--- config.mk ---
export PLATFORM = sky130hd
export DESIGN_NAME = shape_intersection_tester_unit
export DESIGN_NICKNAME = d
export VERILOG_FILES = /design/src/hw/rtl/sit_pkg.sv /design/src/hw/rtl/shape_intersection_tester_unit.sv
export SDC_FILE = /design/constraint.sdc
export NUM_CORES = 2
export LEC_CHECK = 0
export CAP_MARGIN = 25
export CORE_ASPECT_RATIO = 1.1
export CORE_UTILIZATION = 35
export DETAILED_ROUTE_END_ITERATION = 8
export DONT_BUFFER_PORTS = 1
export PLACE_DENSITY = 0.5
export SLEW_MARGIN = 20
export SYNTH_ARGS = -nofsm -noshare
export SYNTH_HDL_FRONTEND = slang
export SYNTH_SLANG_ARGS = --single-unit
--- constraint.sdc ---
create_clock -name clk -period 7.9 [get_ports clk]
set_input_delay 1.58 -clock clk [delete_from_list [all_inputs] [get_ports clk]]
set_output_delay 1.58 -clock clk [all_outputs]
set_load 0.005 [all_outputs]
--- src/hw/rtl/sit_pkg.sv ---
// ----------------------------------------------------------------------------
// sit_pkg
// opcodes shared by the shape intersection tester and its checker
// ----------------------------------------------------------------------------
package sit_pkg;

  localparam int OP_BITS = 3;

  localparam logic [OP_BITS-1:0] OP_CIRC_CIRC = 3'd0;
  localparam logic [OP_BITS-1:0] OP_CIRC_RECT = 3'd1;
  localparam logic [OP_BITS-1:0] OP_RECT_RECT = 3'd2;
  localparam logic [OP_BITS-1:0] OP_PT_CIRC   = 3'd3;
  localparam logic [OP_BITS-1:0] OP_PT_RECT   = 3'd4;

endpackage

--- src/hw/rtl/shape_intersection_tester_unit.sv ---
// ----------------------------------------------------------------------------
// shape_intersection_tester_unit
// pipelined hit test between two shapes chosen by an opcode
// ----------------------------------------------------------------------------
//  channel   ports                                   transfer
//  input     in_op, in_a_*, in_b_*                   start && !busy
//  result    out_hit                                 out_valid, one cycle
//
//  one item per clock, result registered at the end of the last stage below
//  stages: operand arithmetic, magnitude and select, squaring, sum compare
//  rst_n clears the valid bits of every stage; busy stays low
//  the receiver cannot stall, so the pipeline never holds
module shape_intersection_tester_unit
  import sit_pkg::*;
#(
  parameter int COORD_BITS = 16
) (
  input  logic                         clk,
  input  logic                         rst_n,
  input  logic                         start,
  output logic                         busy,
  input  logic [OP_BITS-1:0]           in_op,
  input  logic signed [COORD_BITS-1:0] in_a_x,
  input  logic signed [COORD_BITS-1:0] in_a_y,
  input  logic [COORD_BITS-2:0]        in_a_w,
  input  logic [COORD_BITS-2:0]        in_a_h,
  input  logic signed [COORD_BITS-1:0] in_b_x,
  input  logic signed [COORD_BITS-1:0] in_b_y,
  input  logic [COORD_BITS-2:0]        in_b_w,
  input  logic [COORD_BITS-2:0]        in_b_h,
  output logic                         out_valid,
  output logic                         out_hit
);

  localparam int N = COORD_BITS;
  localparam int D = COORD_BITS + 3;
  localparam int M = COORD_BITS + 2;
  localparam int P = 2 * M;

  function automatic logic [D-1:0] mag_f(input logic signed [D-1:0] v);
    mag_f = v[D-1] ? D'(-v) : D'(v);
  endfunction

  // stage 1: operand arithmetic
  logic signed [D-1:0] ax_e, ay_e, bx_e, by_e;
  logic signed [D-1:0] ax2_e, ay2_e, bx2_e, by2_e;
  logic signed [D-1:0] aw_e, ah_e, bw_e, bh_e;

  assign ax_e  = {{3{in_a_x[N-1]}}, in_a_x};
  assign ay_e  = {{3{in_a_y[N-1]}}, in_a_y};
  assign bx_e  = {{3{in_b_x[N-1]}}, in_b_x};
  assign by_e  = {{3{in_b_y[N-1]}}, in_b_y};
  assign ax2_e = {{2{in_a_x[N-1]}}, in_a_x, 1'b0};
  assign ay2_e = {{2{in_a_y[N-1]}}, in_a_y, 1'b0};
  assign bx2_e = {{2{in_b_x[N-1]}}, in_b_x, 1'b0};
  assign by2_e = {{2{in_b_y[N-1]}}, in_b_y, 1'b0};
  assign aw_e  = {4'b0, in_a_w};
  assign ah_e  = {4'b0, in_a_h};
  assign bw_e  = {4'b0, in_b_w};
  assign bh_e  = {4'b0, in_b_h};

  logic                v_s1_r;
  logic [OP_BITS-1:0]  op_s1_r;
  logic signed [D-1:0] dx0_s1_r, dy0_s1_r, cx1_s1_r, cy1_s1_r;
  logic signed [D-1:0] cx2_s1_r, cy2_s1_r, ex_s1_r, ey_s1_r;
  logic [M-1:0]        bw_s1_r, bh_s1_r, sw_s1_r, sh_s1_r, aw2_s1_r;

  always_ff @(posedge clk) begin
    if (!rst_n) begin
      v_s1_r <= 1'b0;
    end else begin
      v_s1_r <= start && !busy;
    end
  end

  always_ff @(posedge clk) begin
    op_s1_r  <= in_op;
    dx0_s1_r <= ax_e - bx_e;
    dy0_s1_r <= ay_e - by_e;
    cx1_s1_r <= ax2_e - (bx2_e + bw_e);
    cy1_s1_r <= ay2_e - (by2_e + bh_e);
    cx2_s1_r <= (ax2_e + aw_e) - (bx2_e + bw_e);
    cy2_s1_r <= (ay2_e + ah_e) - (by2_e + bh_e);
    ex_s1_r  <= (bx_e + bw_e) - ax_e;
    ey_s1_r  <= (by_e + bh_e) - ay_e;
    bw_s1_r  <= M'(in_b_w);
    bh_s1_r  <= M'(in_b_h);
    sw_s1_r  <= M'(in_a_w) + M'(in_b_w);
    sh_s1_r  <= M'(in_a_h) + M'(in_b_h);
    aw2_s1_r <= {2'b0, in_a_w, 1'b0};
  end

  // stage 2: magnitudes and per-opcode selection
  logic [D-1:0]        mdx0, mdy0, mcx1, mcy1, mcx2, mcy2;
  logic signed [D-1:0] side, top;
  logic                side_pos, top_pos;
  logic [M-1:0]        p_nxt, q_nxt, r_nxt;
  logic                sq_nxt, dir_nxt;

  assign mdx0     = mag_f(dx0_s1_r);
  assign mdy0     = mag_f(dy0_s1_r);
  assign mcx1     = mag_f(cx1_s1_r);
  assign mcy1     = mag_f(cy1_s1_r);
  assign mcx2     = mag_f(cx2_s1_r);
  assign mcy2     = mag_f(cy2_s1_r);
  assign side     = $signed(mcx1) - $signed({1'b0, bw_s1_r});
  assign top      = $signed(mcy1) - $signed({1'b0, bh_s1_r});
  assign side_pos = !side[D-1] && (side != '0);
  assign top_pos  = !top[D-1] && (top != '0);

  always_comb begin
    p_nxt   = mdx0[M-1:0];
    q_nxt   = mdy0[M-1:0];
    r_nxt   = sw_s1_r;
    sq_nxt  = 1'b0;
    dir_nxt = 1'b0;
    unique case (op_s1_r)
      OP_CIRC_CIRC: begin
        sq_nxt = 1'b1;
      end
      OP_CIRC_RECT: begin
        p_nxt = side[M-1:0];
        q_nxt = top[M-1:0];
        r_nxt = aw2_s1_r;
        if (side_pos && top_pos) begin
          sq_nxt = 1'b1;
        end else if (side_pos) begin
          dir_nxt = side[M-1:0] <= aw2_s1_r;
        end else if (top_pos) begin
          dir_nxt = top[M-1:0] <= aw2_s1_r;
        end else begin
          dir_nxt = 1'b1;
        end
      end
      OP_RECT_RECT: begin
        dir_nxt = (mcx2 <= {1'b0, sw_s1_r}) && (mcy2 <= {1'b0, sh_s1_r});
      end
      OP_PT_CIRC: begin
        r_nxt  = bw_s1_r;
        sq_nxt = 1'b1;
      end
      OP_PT_RECT: begin
        dir_nxt = !dx0_s1_r[D-1] && !ex_s1_r[D-1] && !dy0_s1_r[D-1] && !ey_s1_r[D-1];
      end
      default: begin
        dir_nxt = 1'b0;
      end
    endcase
  end

  logic         v_s2_r, sq_s2_r, dir_s2_r;
  logic [M-1:0] p_s2_r, q_s2_r, r_s2_r;

  always_ff @(posedge clk) begin
    if (!rst_n) begin
      v_s2_r <= 1'b0;
    end else begin
      v_s2_r <= v_s1_r;
    end
  end

  always_ff @(posedge clk) begin
    sq_s2_r  <= sq_nxt;
    dir_s2_r <= dir_nxt;
    p_s2_r   <= p_nxt;
    q_s2_r   <= q_nxt;
    r_s2_r   <= r_nxt;
  end

  // stage 3: squares
  logic         v_s3_r, sq_s3_r, dir_s3_r;
  logic [P-1:0] pp_s3_r, qq_s3_r, rr_s3_r;

  always_ff @(posedge clk) begin
    if (!rst_n) begin
      v_s3_r <= 1'b0;
    end else begin
      v_s3_r <= v_s2_r;
    end
  end

  always_ff @(posedge clk) begin
    sq_s3_r  <= sq_s2_r;
    dir_s3_r <= dir_s2_r;
    pp_s3_r  <= P'(p_s2_r) * P'(p_s2_r);
    qq_s3_r  <= P'(q_s2_r) * P'(q_s2_r);
    rr_s3_r  <= P'(r_s2_r) * P'(r_s2_r);
  end

  // stage 4: sum of squares against squared reach
  logic [P:0] sum_sq;
  logic       hit_nxt;

  assign sum_sq  = (P+1)'(pp_s3_r) + (P+1)'(qq_s3_r);
  assign hit_nxt = sq_s3_r ? (sum_sq <= {1'b0, rr_s3_r}) : dir_s3_r;

  always_ff @(posedge clk) begin
    if (!rst_n) begin
      out_valid <= 1'b0;
    end else begin
      out_valid <= v_s3_r;
    end
  end

  always_ff @(posedge clk) begin
    out_hit <= hit_nxt;
  end

  assign busy = 1'b0;

endmodule

---- After elaboration in Yosys (flattened, before gate mapping) ----
Index checks and enable logic that the tools add are counted.
storage, ports and cells
  register bits after elaboration ......... 397
  input port bits ......................... 130
  output and inout port bits .............. 3
operators by class
  add/sub/neg operators ................... 25
  multipliers ............................. 3
  magnitude comparators ................... 5
  eq/ne operators ......................... 4
  multiplexer cells ....................... 16
  reductions and logical operators ........ 17
operators with widths
  operator            count
  $mul 18x18->36      3
  $mux 19             4
  $neg 19->19         4
  $add 17x16->18      4
  $mux 18             4
  $le 19x16->1        2
  $reduce_bool 19->1  2
  $sub 17x18->19      2
  $sub 18x18->19      2
  $sub 19x16->19      2
  $add 36x36->37      1
  $le 37x36->1        1
  $le 18x16->1        2
  $neg 17->18         2
  $sub 17x16->18      2
  $add 16x16->17      2
  $sub 16x16->17      2
  $add 15x15->16      2
  $pmux 16 s2         1
  $logic_and 1x1->1   7
  $eq 3x2->1 const B  2
  $logic_not 1->1     6
  $mux 1              5
  $eq 3x1->1 const B  1
  other kinds (5)     5

---- Depth between registers and ports, before layout ----
  word-level depth ........................ 9
  gate-level depth with buffers ........... 28
  depth with buffers taken out ............ 26

---- Worst setup path after synthesis ----
OpenSTA, ideal clock, no wires.
  kind .................................... register -> register
  start point ............................. register r_s2_r[9]
  end point ............................... register rr_s3_r[33]
  arrival ................................. 6.436 ns
  data required time ...................... 7.778 ns
  setup slack ............................. 1.341 ns
  stages on the path, launching flop included .. 25
  buffers on the path ..................... 1
  clock period less this slack ............ 6.559 ns
  cells stage by stage .................... dfxtp_1 -> clkbuf_1 -> nand2_1 -> fa_1 -> inv_1 -> fa_1 -> fa_1 -> inv_1 -> fa_1 -> inv_1 -> fa_1 -> inv_1 -> fa_1 -> inv_1 -> ha_1 -> a211oi_1 -> nand2b_1 -> or3_1 -> o22a_1 -> a21bo_1 -> o221a_2 -> a311oi_1 -> o21ai_1 -> a21oi_1 -> o21ai_1
on the way
  longest elaborated chain between the ends .. 1
RTL lines
  element                   RTL line                               RTL
  start: declaration        shape_intersection_tester_unit.sv:152  logic [M-1:0] p_s2_r, q_s2_r, r_s2_r;
  start signal: assignment  shape_intersection_tester_unit.sv:167  r_s2_r <= r_nxt;
  $mul 18x18->36            shape_intersection_tester_unit.sv:187  rr_s3_r <= P'(r_s2_r) * P'(r_s2_r);
  end signal: assignment    shape_intersection_tester_unit.sv:187
  end: declaration          shape_intersection_tester_unit.sv:172  logic [P-1:0] pp_s3_r, qq_s3_r, rr_s3_r;
No other way between the ends.
A chain may end at the register's enable or synchronous reset.

---- Final worst setup path ----
  start point ............................. register q_s2_r[6]
  end point ............................... register qq_s3_r[35]
on the way
  longest elaborated chain between the ends .. 1
RTL lines
  element                   RTL line                               RTL
  start: declaration        shape_intersection_tester_unit.sv:152
  start signal: assignment  shape_intersection_tester_unit.sv:166  q_s2_r <= q_nxt;
  $mul 18x18->36            shape_intersection_tester_unit.sv:186  qq_s3_r <= P'(q_s2_r) * P'(q_s2_r);
  end signal: assignment    shape_intersection_tester_unit.sv:186
  end: declaration          shape_intersection_tester_unit.sv:172
No other way between the ends.

==> results_dict.tcl <==
set metrics [dict create \
    outcome "finished clean" \
    max_freq_mhz 135.6 \
    cp.required_ns 8.36 \
    crit_fanout 19 \
    min_to "dir_s3_r" \
    max_slew_margin 0.2879 \
    fin_area_um2 53420 \
    grtUsageTotal 0.1792 \
    crit_family "adder cells" \
    dieWidth_um 361.3 \
    ys_types 89 \
    max-cap-violations 0 \
    drt_iter0_drc 1542 \
    initial_core_util 0.3538 \
    fin_ws_ns 0.5277 \
    grt_pass1_vias 38430 \
    vias 35614 \
    antenna_found_initial 4 \
    synth_warnings 0 \
    hold_depth 0 \
    worst-r2r-cell-count 22 \
    synth.avg_cell_area_um2 8.894 \
    synth-async-reset-ratio 0 \
    cts_root_buf "clkbuf_16" \
    skew_ns 0.03594 \
    hold_viol_final 0 \
    cts_tree "done" \
    synth_edf_count 0 \
    worstPathArrival_ns 7.83 \
    min-delay-start "dir_s2_r" \
    cts_made_buffers 43 \
    area_growth_pct 7.447 \
    io_pins 133 \
    setup_viol_count_final 0 \
    io_buffers 0 \
    cts_setup_buffers 0 \
    place_ws_ns 0.6267 \
    synth_top_family_by_area "adder cells" \
    detail-route-antenna-nets 0 \
    synth-compound-area-share 0.1075 \
    ctsHtreeMaxLevel 2 \
    mostFrequentLayoutCell "inv_1" \
    yosys.area_share.simple 0.1214 \
    syn-cell-area_um2 49720 \
    clockBufferDepth 3 \
    die_y_um 397.3 \
    hold_path.class "flop to flop" \
    grt_pass1_wl_um 202900 \
    dpl_cell_area_um2 51930 \
    yosys-mux-area-fraction 0.004757 \
    fin_tns_setup_ns 0 \
    fin_crit_sh 0.9332 \
    worst-path-buf-inv 3 \
    worstMarginPinSlew_ns 1.054 \
    viasPerCell 4.786 \
    r2r-end "qq_s3_r[35]" \
    firstDrtPassIters 5 \
    drc 0 \
    clock_sinks 352 \
    rr_startpoint "q_s2_r[6]" \
    start_kind "flop" \
    crit_type "flop to flop" \
    clk_pin_slew_ns 0.06 \
    crit_path_end_kind "flop" \
    grt_setup_unrepaired "no" \
    insertion_delay_ns 0.60 \
    cpPeakStageDelay_ns 0.95 \
    rrSetupSlack_ns 0.53 \
    routedWlPerCell_um 16.81 \
    num_rows 144 \
    synthAdderAreaFrac 0.4548 \
    wl_um 125100 \
    place.gp.congestion 0.8512 \
    period_needed_ns 7.372 \
    grt_max_degree 36 \
    ys_seq_area_frac 0.1417 \
    crit_path_top_delay_cell "dfxtp_1" \
    die-area_um2 143600 \
    drv_slew 0 \
    fillers 14390 \
    ys_ff_latch 352 \
    ys_dominant_reg_cell "dfxtp_1" \
    mostFrequentLayoutCells "inv_1 (1280), ha_1 (724), fa_1 (677)" \
    layout.nets 7112 \
    gr-total-overflow 0 \
    crit_top_cell "fa_1" \
    synth_cells 5590 \
    coreArea_um2 140500 \
    layout-drive-gt1-share 0.02743 \
    ctsHoldBuffers 0 \
    crit_chain "and2_1, fa_1, fa_1, fa_1, fa_1, fa_1, inv_1, fa_1, inv_1, ha_1, nand3_1, nor2_1, nand2_1, a2111oi_0, buf_4, o221ai_1, a2111oi_0, o21a_1, nor2_1, nor2_1, o41ai_1, xnor2_1" \
    synth-xor-area-share 0.06591 \
    place_hpwl_um 108300 \
    cts_resized 0 \
]
==> worst reg2reg max path, stage by stage (launching register included) <==
cell and delay, ns:
dfxtp_1 0.95, and2_1 0.31, fa_1 0.45, fa_1 0.54
fa_1 0.45, fa_1 0.51, fa_1 0.53, inv_1 0.06
fa_1 0.47, inv_1 0.04, ha_1 0.37, nand3_1 0.15
nor2_1 0.26, nand2_1 0.09, a2111oi_0 0.46, buf_4 0.21
o221ai_1 0.17, a2111oi_0 0.62, o21a_1 0.21, nor2_1 0.07
nor2_1 0.10, o41ai_1 0.10, xnor2_1 0.13
==> cell usage after synthesis, types with 33 or more instances <==
master    count  share of area
nor2_1      220          0.017
xor2_1      104          0.018
nor3_1       56         0.0056
nand3_1      48         0.0048
nand2_1     449          0.034
dfxtp_1     352           0.14
inv_1      1280          0.097
a21oi_1     218          0.022
nand2b_1     53         0.0067
xnor2_1     267          0.047
fa_1        677           0.27
o21ai_0     199          0.020
o21bai_1     33         0.0050
clkbuf_1     86         0.0065
a21o_1      114          0.017
nor2b_1      58         0.0073
and2_1      195          0.025
ha_1        724           0.18
o21a_1       36         0.0054
==> metal layers <==
layer  global-route usage  up-vias  share of wire  routed length [µm]
met5                    0        -              0                   0
met4              0.05115        0          0.030                3701
met3              0.01752      132          0.031                3868
met2               0.3365      514           0.52               64960
met1               0.2146    17351           0.42               52550
li1                     -    17617              -                   -
==> how the worst max path moves through the flow <==
stage | to | startpoint | slack, ns | cells past startpoint
2_1_floorplan | rr_s3_r[33] | r_s2_r[9] | 1.34 | 24
6_report | qq_s3_r[35] | q_s2_r[6] | 0.53 | 22
3_5_place_dp | qq_s3_r[35] | q_s2_r[13] | 0.63 | 23
3_3_place_gp | rr_s3_r[33] | r_s2_r[5] | 0.73 | 24
4_1_cts | qq_s3_r[35] | q_s2_r[13] | 0.61 | 23
5_1_grt | qq_s3_r[35] | q_s2_r[6] | 0.07 | 25
==> per-stage QoR <==
step / hold WS (ns) / instances / util
CTS: 0.3277 / 7440 / 0.3801
finish: 0.3253 / 7442 / 0.3801
floorplan: 0.3096 / 5591 / -
global route: 0.3436 / 7440 / 0.3801
detailed placement: 0.3144 / 7361 / 0.3695
global placement: 0.3149 / 7360 / 0.3695
==> area by class of cell <==
type	count	area, µm²	area share
Antenna cell	2	5.005	0.00009369
Clock buffer	54	1167	0.02185
Clock inverter	25	312.8	0.005856
Inverter	1280	4805	0.08994
Multi-Input combinational cell	3867	37520	0.7024
Sequential cell	352	7047	0.1319
Tap cell	1825	2283	0.04275
Timing Repair Buffer	37	275.3	0.005153
==> registers in the layout, summed over array words and instances (netlist names), 15 cells and up <==
register	cells
dx0_s1_r	17
aw2_s1_r	15
r_s2_r	16
cx1_s1_r	19
cy2_s1_r	18
cy1_s1_r	19
p_s2_r	18
rr_s3_r	33
sw_s1_r	16
cx2_s1_r	18
pp_s3_r	35
q_s2_r	18
qq_s3_r	35
dy0_s1_r	17
sh_s1_r	16
==> logic make-up after synthesis <==
group	count (synthesis)
flip-flops	352
multiplexers	23
XOR/XNOR	372
AO/OA/AOI/OAI	835
adder cells (fa/ha/maj)	1401
other	1
buffers and inverters	1372
AND/OR/NAND/NOR	1234
Power is left out: the tool's default activity adds up to more than one toggle a clock period on the data nets, which glitch-free logic cannot reach.
